$ cat src/rtl/assert_macros.svh
// ----------------------------------------------------------------------------
// assert_macros.svh
// Shared concurrent assertion macros, sampled on the rising clock edge and
// disabled while the active-low reset is asserted.
// ----------------------------------------------------------------------------
`ifndef ASSERT_MACROS_SVH
`define ASSERT_MACROS_SVH

// cons must hold in the same cycle as ante
`define ASSERT_IMPL(label, clk, rst_n, ante, cons) \
	label: assert property (@(posedge clk) disable iff (!rst_n) (ante) |-> (cons)) \
		else $error("assertion failed: same-cycle implication");

// cons must hold in the cycle after ante
`define ASSERT_NEXT(label, clk, rst_n, ante, cons) \
	label: assert property (@(posedge clk) disable iff (!rst_n) (ante) |=> (cons)) \
		else $error("assertion failed: next-cycle implication");

// cond must never be true
`define ASSERT_NEVER(label, clk, rst_n, cond) \
	label: assert property (@(posedge clk) disable iff (!rst_n) !(cond)) \
		else $error("assertion failed: forbidden condition");

`endif

$ cat src/rtl/pwrp_pkg.sv
// ----------------------------------------------------------------------------
// pwrp_pkg
// Field widths, codes and controller/datapath bundles of the weighted picker.
// ----------------------------------------------------------------------------
`default_nettype none

package pwrp_pkg;

	localparam int PHASE_W  = 16;
	localparam int KEY_IN_W = 32;
	localparam int CNT_W    = 32;
	localparam int DRAW_W   = 32;
	localparam int STATUS_W = 2;

	localparam logic [CNT_W-1:0] CNT_MAX = {1'b0, {(CNT_W-1){1'b1}}};
	localparam logic [CNT_W-1:0] CNT_MIN = {1'b1, {(CNT_W-1){1'b0}}};

	typedef enum logic {
		OP_ADD  = 1'b0,
		OP_PICK = 1'b1
	} op_t;

	typedef enum logic [STATUS_W-1:0] {
		ST_OK    = 2'd0,
		ST_FULL  = 2'd1,
		ST_EMPTY = 2'd2
	} status_t;

	typedef struct packed {
		logic    capture;
		logic    scan_clr;
		logic    scan_run;
		logic    eval_add;
		logic    eval_p1;
		logic    eval_p2;
		logic    sh_init;
		logic    sh_rd;
		logic    sh_wr;
		logic    upd_calc;
		logic    upd_write;
		logic    ins_write;
		logic    mul_lo;
		logic    mul_hi;
		logic    load_out;
		status_t code;
	} cmd_t;

	typedef struct packed {
		logic hit_eq;
		logic hit_gt;
		logic scan_done;
		logic full;
		logic sh_last;
		logic found;
		logic sel_hit;
	} sts_t;

endpackage

`default_nettype wire

$ cat src/rtl/pwrp_ctrl.sv
// ----------------------------------------------------------------------------
// pwrp_ctrl
// Picker controller: sequences add (search, shift, insert or update) and
// pick (phase scan, index multiply, select scan), and owns the result valid.
// ----------------------------------------------------------------------------
`default_nettype none

module pwrp_ctrl (
	input  wire logic           clk,
	input  wire logic           arst_n,
	input  wire logic           in_valid,
	input  wire logic           in_op,
	output logic                in_ready,
	output logic                out_valid,
	input  wire logic           out_ready,
	output pwrp_pkg::cmd_t      cmd,
	input  wire pwrp_pkg::sts_t sts
);
	import pwrp_pkg::*;

	typedef enum logic [3:0] {
		S_IDLE,
		S_ASCAN,
		S_AUPD1,
		S_AUPD2,
		S_ASHRD,
		S_ASHWR,
		S_AINS,
		S_P1,
		S_PMLO,
		S_PMHI,
		S_P2,
		S_DONE
	} state_t;

	state_t  state_q;
	state_t  state_nxt;
	status_t code_q;
	status_t code_nxt;
	logic    out_valid_q;

	assign in_ready  = (state_q == S_IDLE);
	assign out_valid = out_valid_q;

	always_comb begin
		cmd       = '0;
		cmd.code  = code_q;
		state_nxt = state_q;
		code_nxt  = code_q;
		case (state_q)
			S_IDLE: begin
				if (in_valid) begin
					cmd.capture  = 1'b1;
					cmd.scan_clr = 1'b1;
					code_nxt     = ST_OK;
					state_nxt    = (in_op == OP_PICK) ? S_P1 : S_ASCAN;
				end
			end
			S_ASCAN: begin
				cmd.scan_run = 1'b1;
				cmd.eval_add = 1'b1;
				if (sts.hit_eq) begin
					state_nxt = S_AUPD1;
				end else if (sts.hit_gt || sts.scan_done) begin
					if (sts.full) begin
						code_nxt  = ST_FULL;
						state_nxt = S_DONE;
					end else if (sts.hit_gt) begin
						cmd.sh_init = 1'b1;
						state_nxt   = S_ASHRD;
					end else begin
						state_nxt = S_AINS;
					end
				end
			end
			S_AUPD1: begin
				cmd.upd_calc = 1'b1;
				state_nxt    = S_AUPD2;
			end
			S_AUPD2: begin
				cmd.upd_write = 1'b1;
				state_nxt     = S_DONE;
			end
			S_ASHRD: begin
				cmd.sh_rd = 1'b1;
				state_nxt = S_ASHWR;
			end
			S_ASHWR: begin
				cmd.sh_wr = 1'b1;
				state_nxt = sts.sh_last ? S_AINS : S_ASHRD;
			end
			S_AINS: begin
				cmd.ins_write = 1'b1;
				state_nxt     = S_DONE;
			end
			S_P1: begin
				cmd.scan_run = 1'b1;
				cmd.eval_p1  = 1'b1;
				if (sts.scan_done) begin
					if (sts.found) begin
						state_nxt = S_PMLO;
					end else begin
						code_nxt  = ST_EMPTY;
						state_nxt = S_DONE;
					end
				end
			end
			S_PMLO: begin
				cmd.mul_lo = 1'b1;
				state_nxt  = S_PMHI;
			end
			S_PMHI: begin
				cmd.mul_hi   = 1'b1;
				cmd.scan_clr = 1'b1;
				state_nxt    = S_P2;
			end
			S_P2: begin
				cmd.scan_run = 1'b1;
				cmd.eval_p2  = 1'b1;
				if (sts.sel_hit) begin
					state_nxt = S_DONE;
				end else if (sts.scan_done) begin
					code_nxt  = ST_EMPTY;
					state_nxt = S_DONE;
				end
			end
			S_DONE: begin
				if (!out_valid_q || out_ready) begin
					cmd.load_out = 1'b1;
					state_nxt    = S_IDLE;
				end
			end
			default: begin
				state_nxt = S_IDLE;
			end
		endcase
	end

	always_ff @(posedge clk or negedge arst_n) begin
		if (!arst_n) begin
			state_q     <= S_IDLE;
			code_q      <= ST_OK;
			out_valid_q <= 1'b0;
		end else begin
			state_q <= state_nxt;
			code_q  <= code_nxt;
			if (cmd.load_out) begin
				out_valid_q <= 1'b1;
			end else if (out_ready) begin
				out_valid_q <= 1'b0;
			end
		end
	end

endmodule

`default_nettype wire

$ cat config.mk
export PLATFORM = sky130hd
export DESIGN_NAME = pwrp_ctrl
export DESIGN_NICKNAME = d
export VERILOG_FILES = /design/src/rtl/assert_macros.svh /design/src/rtl/pwrp_pkg.sv /design/src/rtl/pwrp_ctrl.sv
export SDC_FILE = /design/constraint.sdc
export NUM_CORES = 1
export LEC_CHECK = 0
export BUFFER_PORTS_ARGS = -buffer_cell sky130_fd_sc_hd__clkbuf_2
export CAP_MARGIN = 15
export CORE_UTILIZATION = 48
export CTS_BUF_LIST = sky130_fd_sc_hd__clkbuf_4
export DETAILED_ROUTE_END_ITERATION = 10
export PLACE_DENSITY = 0.81
export SYNTH_ARGS = -nofsm -noshare
export SYNTH_HDL_FRONTEND = slang
export SYNTH_SLANG_ARGS = --single-unit
$ cat constraint.sdc
create_clock -name clk -period 2.24 [get_ports clk]
set_input_delay 0.112 -clock clk [delete_from_list [all_inputs] [get_ports clk]]
set_output_delay 0.112 -clock clk [all_outputs]
set_load 0.03 [all_outputs]
==> results.md, run 1 <==
- The number of buffer cells added on primary ports is 30.
- The number of warnings issued by yosys is 0.
- After floorplanning, the core was divided into 13 placement rows.
- Timing analysis after detailed placement gives a worst setup slack of 0.209 ns.
- After synthesis, the cell types taking the most area are sky130_fd_sc_hd__dfrtp_1 25%, sky130_fd_sc_hd__nor2_1 5.9%, sky130_fd_sc_hd__nor3_1 5.0%.
- Before antenna repair, the detailed router went through 4 iterations.
- The final critical path time including I/O delays and setup is 2.13 ns.
- At the end of routability-driven placement, the weighted congestion stood at 0.963.
- The number of diodes added for antenna fixing is 0.
- The area growth from synthesis to layout is 30.0%.
- The tree built by TritonCTS fans out to 7 sinks.
- Entering global routing, the biggest net connects 17 pins.
- The overall power of the completed layout is 1.45 mW.
- The worst path arrival time is 2.27 ns.
- In this run the critical register-to-register path is captured at state_q[1].
- The synthesized instance count is 91.
- For this block, the initial DRC count from the detailed router was 30.
- For the pin with the worst max-slew slack, the measured transition is 0.437 ns.
- The detail route stage leaves a number of antenna-violating nets equal to 0.
- The worst-path maximum fanout is 12.
- The core region area is 1320 sq um.
- For this run, the total global-route usage over all layers was measured as 0.277.
- The initial antenna violation count is 0.
- Setup repair after global routing left no endpoint under its margin.
- The leakage power total is 0.439 nW.
- For this run, asynchronously set or reset flops after synthesis account for 1.00.
- The die is 40.1 um wide.
- The number of ports placed on the die boundary is 31.
- In the final layout, the share of cells above drive strength 1 is 0.371.
- In this run the critical register-to-register path is launched from state_q[2].
- The total detailed-routing wirelength is 1920 um.
- The number of nets in the layout is 137.
- The clock passes through at most 2 buffers.
- The number of global-route vias before repair is 649.
- Setup violations remaining at the end of the flow were counted as 0.
- Setup slack on the critical path of the routed design comes to 0.105 ns.
- The number of H-tree levels is 1.
- The average footprint of a synthesized cell is 7.64 sq um.
- Using the TritonRoute via totals, the vias-per-cell ratio works out to 5.94.
- The maximum achievable frequency is 0.468 GHz.
- The type of element capturing the critical path is a flop.
- The path class of the tightest hold or removal check is primary input to flop.
- In the final routed layout, each cell accounts on average for 13.8 um.
- The clock arrives with 0.00305 ns of skew.
- After clock tree synthesis, the clock-pin slew on the worst setup and hold paths is 0.05 ns.
- The setup check on the worst reg-to-reg path leaves a slack of 0.11 ns.
- The worst supply voltage drop on vdd is 762 uV.
- In this run, distinct cell masters in the synthesized netlist total 39.
- The cell taking the most area after synthesis is sky130_fd_sc_hd__dfrtp_1.
- The mapped cell area is 696 sq um.
- The worst setup path is of the flop to flop kind.
- The power per unit of standard cell area is 1600 nW/um^2.
- Summed over all nets, the half-perimeter wirelength after detailed placement is 1490 um.
- The critical path startpoint category is a flop.
- The flip-flop cell with the highest count after synthesis is sky130_fd_sc_hd__dfrtp_1.
- Data on the critical path is required at its endpoint by 2.37 ns.
- The share of the clock period used by the worst path is 0.953.
- The vertical extent of the die is 40.1 um.
- The clock buffer count from CTS is 3.
- Yosys mapped a number of flops with a built-in enable equal to 0.
- The global-route wire length before repair is 2940 um.
- Clock latency on the worst-skew pair, taken at its later pin, is 0.25 ns.
- The CTS tree is yes.
- The post-synthesis sequential area ratio is 0.252.
- The net count of the mapped netlist is 103.
- The post-synthesis sequential element count is 7.
- The initial utilization of the core area, before any placement, comes to 0.528.
- The reported max-cap violation count is 0.
- Summed over all failing endpoints, the final setup total negative slack is 0 ns.
- Across all layers, the routed design uses 825 vias.
- The critical path capture point is state_q[1].
- The flow ran to the end, and the final reports show no timing, DRC or antenna violations.
- Of the post-synthesis cell area, the dominant cell type holds 0.252.
- After global routing the overflow that remains totals 0.
- The final hold violation count is 0.
- The final routed DRC violation total is 0.
- The most critical setup path has its startpoint at state_q[2].
- The area enclosed by the die boundary is 1610 sq um.
- The clock root buffer is sky130_fd_sc_hd__clkbuf_4.
- The normalized max-slew margin is 0.709.
- The count of cells along the worst register-to-register path is 5.
- The number of max-slew violations in the final report was 0.
==> cell usage after synthesis, types with 3 or more instances <==
cell type,n
sky130_fd_sc_hd__inv_2,3
sky130_fd_sc_hd__o21ai_1,3
sky130_fd_sc_hd__dfrtp_1,7
sky130_fd_sc_hd__nor3_1,7
sky130_fd_sc_hd__nor2_1,11
sky130_fd_sc_hd__nor2b_1,4
sky130_fd_sc_hd__nand2b_1,3
sky130_fd_sc_hd__buf_2,3
sky130_fd_sc_hd__a211oi_1,3
sky130_fd_sc_hd__nand2_1,6
sky130_fd_sc_hd__or2_1,4
==> placed cells by master (no fill, tap or decap), types with 2 or more instances in the layout <==
cell,count
sky130_fd_sc_hd__o22ai_1,2
sky130_fd_sc_hd__a211oi_1,3
sky130_fd_sc_hd__clkbuf_2,30
sky130_fd_sc_hd__nor3_1,7
sky130_fd_sc_hd__nand2b_1,3
sky130_fd_sc_hd__inv_2,3
sky130_fd_sc_hd__nand4b_1,2
sky130_fd_sc_hd__nor2_1,11
sky130_fd_sc_hd__buf_4,5
sky130_fd_sc_hd__or3_1,2
sky130_fd_sc_hd__dfrtp_1,7
sky130_fd_sc_hd__or2_1,4
sky130_fd_sc_hd__a21oi_1,2
sky130_fd_sc_hd__o21ai_0,2
sky130_fd_sc_hd__clkbuf_4,4
sky130_fd_sc_hd__o21ai_1,3
sky130_fd_sc_hd__nand3_1,2
sky130_fd_sc_hd__nor2b_1,4
sky130_fd_sc_hd__and2_1,2
sky130_fd_sc_hd__nand2_1,6
==> registers in the layout, indices dropped and copies added, names as in the netlist <==
signal     flops
out_valid      1
code_q         2
state_q        4
==> per-stage QoR <==
stage | util | cells | instance area, sq um | hold slack, ns
after global routing | 0.687 | 139 | 905 | 0.155
after global placement | 0.656 | 134 | 865 | -0.0420
final | 0.687 | 139 | 905 | 0.152
after floorplan | - | 91 | 696 | -0.184
after CTS | 0.687 | 139 | 905 | 0.146
after detailed placement | 0.656 | 134 | 865 | -0.0403
==> repair_timing <==
item	4_1_cts	5_1_grt
endpoints found under the hold margin	7	0
setup buffers	0	0
resized for setup	0	0
hold buffers	1	0
==> cells by family (layout without fill, tap and decap cells) <==
logic type             after synthesis  in the layout  share of synthesized area
flip-flops                           7              7                      0.252
AO/OA/AOI/OAI                       24             24                      0.261
buffers and inverters               11             44                     0.0755
AND/OR/NAND/NOR                     46             46                      0.360
multiplexers                         3              3                     0.0522
==> cell type report <==
class / instances / area (sq um)
fill: 110 / 413
multi-input combinational: 73 / 468
clock buffer: 4 / 30.0
inverter: 4 / 15.0
sequential: 7 / 175
tap: 15 / 18.8
timing repair buffer: 36 / 198
==> how the worst min path moves through the flow <==
stage	slack, ns	cells after the start	start	to
floorplan	-0.18	0	arst_n	code_q[0]
global placement	-0.04	1	arst_n	out_valid
detailed placement	-0.04	1	arst_n	out_valid
CTS	0.15	3	out_ready	out_valid
global route	0.15	3	out_ready	out_valid
finish	0.15	3	out_ready	out_valid
==> worst max-delay path, stage by stage, from the launching register on <==
cell and delay, ns:
sky130_fd_sc_hd__dfrtp_1 0.50, sky130_fd_sc_hd__or2_1 0.34, sky130_fd_sc_hd__or2_1 0.30, sky130_fd_sc_hd__o41ai_2 0.32
sky130_fd_sc_hd__or2_1 0.23, sky130_fd_sc_hd__mux2_1 0.34
==> metal layers <==
layer / up-vias / GRT usage / wire length [um] / share of wire
li1: 403 / - / - / -
met1: 381 / 0.361 / 805 / 0.42
met2: 39 / 0.496 / 954 / 0.50
met3: 2 / 0.0167 / 140 / 0.073
met4: 0 / 0.0517 / 17 / 0.0089
met5: - / 0 / 0 / 0
==> power by group <==
group / switching [mW] / internal (mW) / total [mW] / leakage, nW
logic: 0.648 / 0.386 / 1.03 / 0.335
registers: 0.104 / 0.186 / 0.289 / 0.0858
clock network: 0.0483 / 0.0802 / 0.128 / 0.0184
total: 0.800 / 0.652 / 1.45 / 0.439
Note: power is estimated with default switching activity, not from simulation.
==> run 2, diff against run 1 <==
--- a/config.mk
+++ b/config.mk
@@ -7,10 +7,10 @@
 export LEC_CHECK = 0
 export BUFFER_PORTS_ARGS = -buffer_cell sky130_fd_sc_hd__clkbuf_2
 export CAP_MARGIN = 15
-export CORE_UTILIZATION = 48
-export CTS_BUF_LIST = sky130_fd_sc_hd__clkbuf_4
+export CORE_UTILIZATION = 45
+export CTS_BUF_LIST = sky130_fd_sc_hd__clkbuf_16
 export DETAILED_ROUTE_END_ITERATION = 10
-export PLACE_DENSITY = 0.81
+export PLACE_DENSITY = 0.77
 export SYNTH_ARGS = -nofsm -noshare
 export SYNTH_HDL_FRONTEND = slang
 export SYNTH_SLANG_ARGS = --single-unit
==> run 2 against run 1 <==
  * Clock power rose by 140%
  * Highest routed layer unchanged
  * Register-to-register slack got worse by 0.02 ns
  * Routed wire length rose by 11%
  * Clock-buffer cell count fell by 1
  * Critical endpoint unchanged
  * Maximum frequency fell by 0.84%
  * Non-clock buffer count rose by 1
  * Final cell count rose by 0.72%
==> results.md, run 2 (synthesis gave the netlist of run 1 again) <==
- The worst setup margin is 0.0872 ns (-0.0180 ns).
- The power per unit of standard cell area was 1740 nW/um^2 (+8.4%).
- The leakage power total came to 0.467 nW (+6.3%).
- The horizontal extent of the die is 41.3 um (+3.1%).
- The final critical path time including I/O delays and setup is 2.15 ns (+0.0180 ns).
- The flow ran to the end, and the final reports show no timing, DRC or antenna violations.
- The vertical extent of the die is 41.3 um (+3.1%).
- The area enclosed by the die boundary is 1710 sq um (+6.3%).
- The setup TNS is 0 ns (unchanged).
- The count of cells along the worst register-to-register path is 5 (unchanged).
- The starting density of the core is 0.509 (-0.0189).
- The reported max-cap violation count is 0 (unchanged).
- The total clock sinks is 7 (unchanged).
- The clock-pin slew reported for the worst setup and hold paths after clock tree synthesis was 0.04 ns (about the same).
- The classification of the worst-slack hold path is primary input to flop.
- The maximum clock insertion buffer count is 2 (unchanged).
- The initial antenna violation count is 0 (unchanged).
- Setup repair after global routing left no endpoint under its margin.
- TritonCTS built the clock tree.
- The vias after detailed routing came to 869 (+5.3%).
- More flip-flops sit in one register than any other, and that register is state_q.
- The actual transition at the worst max-transition pin is 0.541 ns (+0.105 ns).
- The global-route wire length before repair is 3100 um (+5.4%).
- The number of failing setup endpoints in the final timing report is 0 (unchanged).
- The top cell types in the final layout, fill and taps aside, are 30 x sky130_fd_sc_hd__clkbuf_2, 11 x sky130_fd_sc_hd__nor2_1, 7 x sky130_fd_sc_hd__nor3_1, 7 x sky130_fd_sc_hd__dfrtp_1.
- The instance area after placement is 872 sq um (+0.87%).
- The clock buffer count from CTS is 3 (unchanged).
- The number of buffer cells added on primary ports is 30 (unchanged).
- The number of antenna-violating nets in the routed design is 0 (unchanged).
- The number of global-route vias before repair was 711 (+9.6%).
- The global-route usage over all layers was 0.285 (+0.00878).
- The clock latency on the worst-skew pair was 0.23 ns (-0.02 ns).
- The clock root buffer is sky130_fd_sc_hd__clkbuf_16.
- The average routed wire per standard cell came to 15.2 um (+10%).
- The core region area is 1370 sq um (+3.7%).
- The number of diodes added for antenna fixing is 0 (unchanged).
- The setup skew after layout is 0.00247 ns (-0.000575 ns).
- The number of filler cells placed in the layout was 108 (-1.8%).
- The share of layout cells above drive strength 1 came to 0.368 (-0.00297).
- The DRC violation total after the first TritonRoute iteration is 40 (+33%).
- The type of element capturing the critical path is a flop.
- Leaving out fill and tap cells, the most frequent cell in the layout is sky130_fd_sc_hd__clkbuf_2.
- The core occupancy in the finished layout came to 0.703 (+0.0167).
- The routability congestion estimate was 0.968 (+0.50%).
- The number of nets in the layout came to 138 (+0.73%).
- The final routed DRC violation total was 0 (unchanged).
- The worst supply voltage drop on vdd is 884 uV (+16%).
- The overall power of the completed layout is 1.67 mW (+15%).
- The HPWL reported at the end of detailed placement was 1570 um (+4.8%).
- The worst setup timing slack at the placement stage was 0.163 ns (-0.0466 ns).
- The pin count of the biggest net entering global routing is 19 (+2).
- The hold path depth came to 3 (unchanged).
- The required time of the critical path is 2.35 ns (-0.02 ns).
- The normalized max-slew margin is 0.639 (-0.0699).
- The worst-path maximum fanout was 17 (+5).
- The via count normalized by instance count was 6.21 (+4.6%).
- The number of flip-flops in the largest register is 4 (unchanged).
- The number of H-tree levels was 1 (unchanged).
- The number of max-slew violations in the final report is 0 (unchanged).
- By startpoint and endpoint, the worst setup path is classified as flop to flop.
- The area growth from synthesis to layout is 38.1%.
- The count of buffers added by post-CTS timing repair for setup is 0 (unchanged).
- The worst path arrival time was 2.26 ns (about the same).
- The final hold violation count is 0 (unchanged).
- The final global-route overflow total is 0 (unchanged).
- The number of ports placed on the die boundary is 31 (unchanged).
- The maximum achievable frequency was 0.465 GHz (-0.84%).
- The total detailed-routing wirelength is 2120 um (+11%).
- The critical path startpoint category is a flop.
- The number of placement rows is 13 (unchanged).
- The share of the clock period used by the worst path is 0.961 (+0.00806).
- The number of optimization iterations in the first detailed-route pass is 4 (unchanged).
- The total non-filler cell area in the finished layout is 961 sq um (+6.2%).
-- run 2: critical path: stages, from the launching register on --
cell                      delay, ns
sky130_fd_sc_hd__dfrtp_1       0.55
sky130_fd_sc_hd__or2_1         0.32
sky130_fd_sc_hd__or2_1         0.30
sky130_fd_sc_hd__o41ai_2       0.30
sky130_fd_sc_hd__or2_1         0.21
sky130_fd_sc_hd__mux2_1        0.34
-- run 2: final timing paths --
path                             from          to  slack [ns]
max                        state_q[2]  state_q[1]        0.09
min                         out_ready   out_valid        0.18
max reg2reg                state_q[2]  state_q[1]        0.09
min reg2reg                 code_q[0]   code_q[0]        0.51
max in group asynchronous      arst_n  state_q[3]        1.81
min in group asynchronous      arst_n   code_q[1]        0.26
-- run 2: report_power, final --
part	internal, mW	switching [mW]
clock network	0.232	0.0691
logic	0.404	0.648
registers	0.185	0.132
-- run 2: what timing repair did --
| item | 4_1_cts | 5_1_grt |
|---|---|---|
| resized for setup | 0 | 0 |
| hold endpoints to repair | 7 | 0 |
| hold buffers | 1 | 0 |
-- run 2: final cells by class --
class,count,area [sq um],share of cell area
Multi-Input combinational cell,73,468,0.487
Timing Repair Buffer,37,205,0.214
Sequential cell,7,175,0.182
Clock buffer,3,75.1,0.0781
Tap cell,15,18.8,0.0195
Inverter,4,15.0,0.0156
Clock inverter,1,3.75,0.00391
-- run 2: layer usage --
metal  wire, um  vias to the layer above  GRT usage
met5          0                        -          0
met4         19                        0      0.113
met3        218                        6     0.0319
met2       1020                       68      0.480
met1        868                      387      0.370
li1           -                      408          -
-- run 2: stage by stage --
| step | hold slack (ns) | cells |
|---|---|---|
| floorplan | -0.184 | 91 |
| global placement | -0.0505 | 135 |
| detailed placement | -0.0352 | 135 |
| CTS | 0.193 | 140 |
| global route | 0.218 | 140 |
| finish | 0.183 | 140 |
==> run 3, diff against run 2 <==
--- a/config.mk
+++ b/config.mk
@@ -7,10 +7,14 @@
 export LEC_CHECK = 0
 export BUFFER_PORTS_ARGS = -buffer_cell sky130_fd_sc_hd__clkbuf_2
 export CAP_MARGIN = 15
-export CORE_UTILIZATION = 45
+export CELL_PAD_IN_SITES_DETAIL_PLACEMENT = 1
+export CELL_PAD_IN_SITES_GLOBAL_PLACEMENT = 1
+export CORE_ASPECT_RATIO = 1.4
+export CORE_UTILIZATION = 31
 export CTS_BUF_LIST = sky130_fd_sc_hd__clkbuf_16
 export DETAILED_ROUTE_END_ITERATION = 10
-export PLACE_DENSITY = 0.77
+export PLACE_DENSITY_LB_ADDON = 0.1
+export SLEW_MARGIN = 20
 export SYNTH_ARGS = -nofsm -noshare
 export SYNTH_HDL_FRONTEND = slang
 export SYNTH_SLANG_ARGS = --single-unit
==> run 3 against run 2 <==
  * Clock skew hardly changed
  * Combinational power is 5% higher
  * Clock power about the same
  * Sequential share of layout area decreased by 0.14 points
  * First-iteration DRC count shrank 70%
  * Final cell count up 4.3%
  * Die area increased by 43%
  * Critical endpoint is now code_q[0]
  * Highest routed layer unchanged
==> results.md, run 3 (synthesis gave the netlist of run 1 again) <==
- The worst-path maximum fanout is 11 (-6).
- The total clock sinks came to 7 (unchanged).
- The setup TNS was 0 ns (unchanged).
- The cell count after placement was 141 (+4.4%).
- The setup skew after layout came to 0.00228 ns (-0.000195 ns).
- The core region area is 2040 sq um (+50%).
- The power per unit of standard cell area is 1730 nW/um^2 (-0.79%).
- The post-route non-filler standard cell count is 146 (+4.3%).
- The critical path startpoint category is a flop.
- The final routed DRC violation total is 0 (unchanged).
- The clock-pin slew reported for the worst setup and hold paths after clock tree synthesis was 0.04 ns (about the same).
- The global-route track usage on met1 was 0.266 (-0.105).
- The overall power of the completed layout is 1.67 mW (about the same).
- The number of flip-flops in the largest register is 4 (unchanged).
- The initial antenna violation count is 0 (unchanged).
- The number of optimization iterations in the first detailed-route pass came to 5 (+1).
- The pin count of the biggest net entering global routing is 12 (-7).
- The number of antenna-violating nets in the routed design came to 0 (unchanged).
- The worst path arrival time is 2.13 ns (-0.13 ns).
- The required time of the critical path is 2.35 ns (about the same).
- TritonCTS built the clock tree.
- After global routing, the most crowded layer is met2.
- The number of failing setup endpoints in the final timing report came to 0 (unchanged).
- The met2 demand-to-capacity share in global routing is 0.344 (-0.137).
- The vertical extent of the die came to 58.1 um (+40%).
- Setup repair after global routing left no endpoint under its margin.
- The normalized max-slew margin is 0.703 (+0.0642).
- The starting density of the core is 0.340 (-0.169).
- The routability congestion estimate is 0.806 (-17%).
- In this run the worst hold path is classified as primary input to flop.
- The number of filler cells placed in the layout came to 273 (+150%).
- The via count normalized by instance count is 5.80 (-6.5%).
- The final critical path time including I/O delays and setup was 2.02 ns (-0.135 ns).
- The worst supply voltage drop on vdd is 882 uV (-0.16%).
- The largest register by flop count is state_q.
- The number of H-tree levels was 1 (unchanged).
- The number of max-slew violations in the final report is 0 (unchanged).
- The total detailed-routing wirelength was 2370 um (+12%).
- The leakage power total was 0.468 nW (+0.28%).
- The final global-route overflow total is 0 (unchanged).
- The number of buffer cells added on primary ports is 30 (unchanged).
- The average routed wire per standard cell is 16.3 um (+7.2%).
- The global-route usage over all layers is 0.213 (-0.0722).
- Leaving out fill and tap cells, the most frequent cells in the layout are 30 x sky130_fd_sc_hd__clkbuf_2, 11 x sky130_fd_sc_hd__nor2_1, 7 x sky130_fd_sc_hd__nor3_1, 7 x sky130_fd_sc_hd__dfrtp_1.
- The number of placement rows is 19 (+6).
- The type of element capturing the critical path is a flop.
- The number of diodes added for antenna fixing is 0 (unchanged).
- The share of the clock period used by the worst path was 0.901 (-0.0605).
- The number of nets in the layout is 138 (unchanged).
- The number of ports placed on the die boundary is 31 (unchanged).
- The number of global-route vias before repair is 872 (+23%).
- The DRC violation total after the first TritonRoute iteration is 12 (-70%).
- The vias after detailed routing is 847 (-2.5%).
- The critical path is of the flop to flop type.
- The run finished with clean final reports.
- The maximum clock insertion buffer count is 2 (unchanged).
- The share of layout cells above drive strength 1 came to 0.368 (unchanged).
- The area enclosed by the die boundary was 2440 sq um (+43%).
- The clock buffer count from CTS is 3 (unchanged).
- The actual transition at the worst max-transition pin was 0.442 ns (-0.0993 ns).
- CTS placed an instance of sky130_fd_sc_hd__clkbuf_16 at the clock tree root.
- The reported max-cap violation count is 0 (unchanged).
- The clock latency on the worst-skew pair is 0.23 ns (about the same).
- The synthesis-to-layout area growth is 39.2%.
- The library cell used most frequently in the layout, excluding fill and tap cells, is sky130_fd_sc_hd__clkbuf_2.
- The global-route wire length before repair was 3950 um (+27%).
- The post-cts resize count is 0 (unchanged).
- The final hold violation count was 0 (unchanged).
- The HPWL reported at the end of detailed placement was 1850 um (+18%).
- The met3 usage is 0.0249 (-0.00699).
- The horizontal extent of the die came to 42.0 um (+1.7%).
- The maximum achievable frequency is 0.496 GHz (+6.7%).
run 3: final cells by class:
| cell class | instances | area [sq um] | share of cell area |
|---|---|---|---|
| repair buffers | 37 | 205 | 0.212 |
| inverters | 4 | 15.0 | 0.0155 |
| clock buffers | 3 | 75.1 | 0.0775 |
| flip-flops and latches | 7 | 175 | 0.181 |
| clock inverters | 1 | 3.75 | 0.00388 |
| well taps | 21 | 26.3 | 0.0271 |
| multi-input cells | 73 | 468 | 0.483 |
run 3: timing repair:
item                                   CTS  global route
endpoints found under the hold margin    7             0
hold buffers                             1             0
setup buffers                            0             0
run 3: per-layer routing:
layer,vias up,share of wire
met5,-,0
met4,0,0.026
met1,417,0.43
li1,402,-
met2,21,0.52
met3,7,0.028
run 3: final timing paths:
path,start,to,slack (ns),cells past startpoint
max,state_q[1],code_q[0],0.22,5
min,out_ready,out_valid,0.19,3
max reg2reg,state_q[1],code_q[0],0.22,5
min reg2reg,code_q[0],code_q[0],0.51,1
max in group asynchronous,arst_n,code_q[0],1.83,2
min in group asynchronous,arst_n,out_valid,0.25,2
run 3: metrics by stage:
step                instance area (sq um)  worst slack [ns]  utilization  hold WS (ns)
global placement                      880             0.277        0.430       -0.0407
finish                                968             0.223        0.474         0.195
CTS                                   968             0.239        0.474         0.198
detailed placement                    880             0.260        0.430       -0.0396
floorplan                             696            0.0242            -        -0.184
global route                          968             0.125        0.474         0.230
run 3: worst max-delay path, stage by stage (launching register included):
cell	delay, ns
sky130_fd_sc_hd__dfrtp_1	0.47
sky130_fd_sc_hd__and2_1	0.22
sky130_fd_sc_hd__a22o_1	0.23
sky130_fd_sc_hd__a311oi_1	0.44
sky130_fd_sc_hd__o21a_1	0.23
sky130_fd_sc_hd__mux2_4	0.30
run 3: where the power goes:
| group | internal, mW | leakage (nW) | total [mW] | switching [mW] |
|---|---|---|---|---|
| Clock | 0.233 | 0.0423 | 0.304 | 0.0719 |
| Combinational | 0.402 | 0.340 | 1.10 | 0.698 |
| Sequential | 0.187 | 0.0858 | 0.267 | 0.0807 |
| Total | 0.821 | 0.468 | 1.67 | 0.851 |
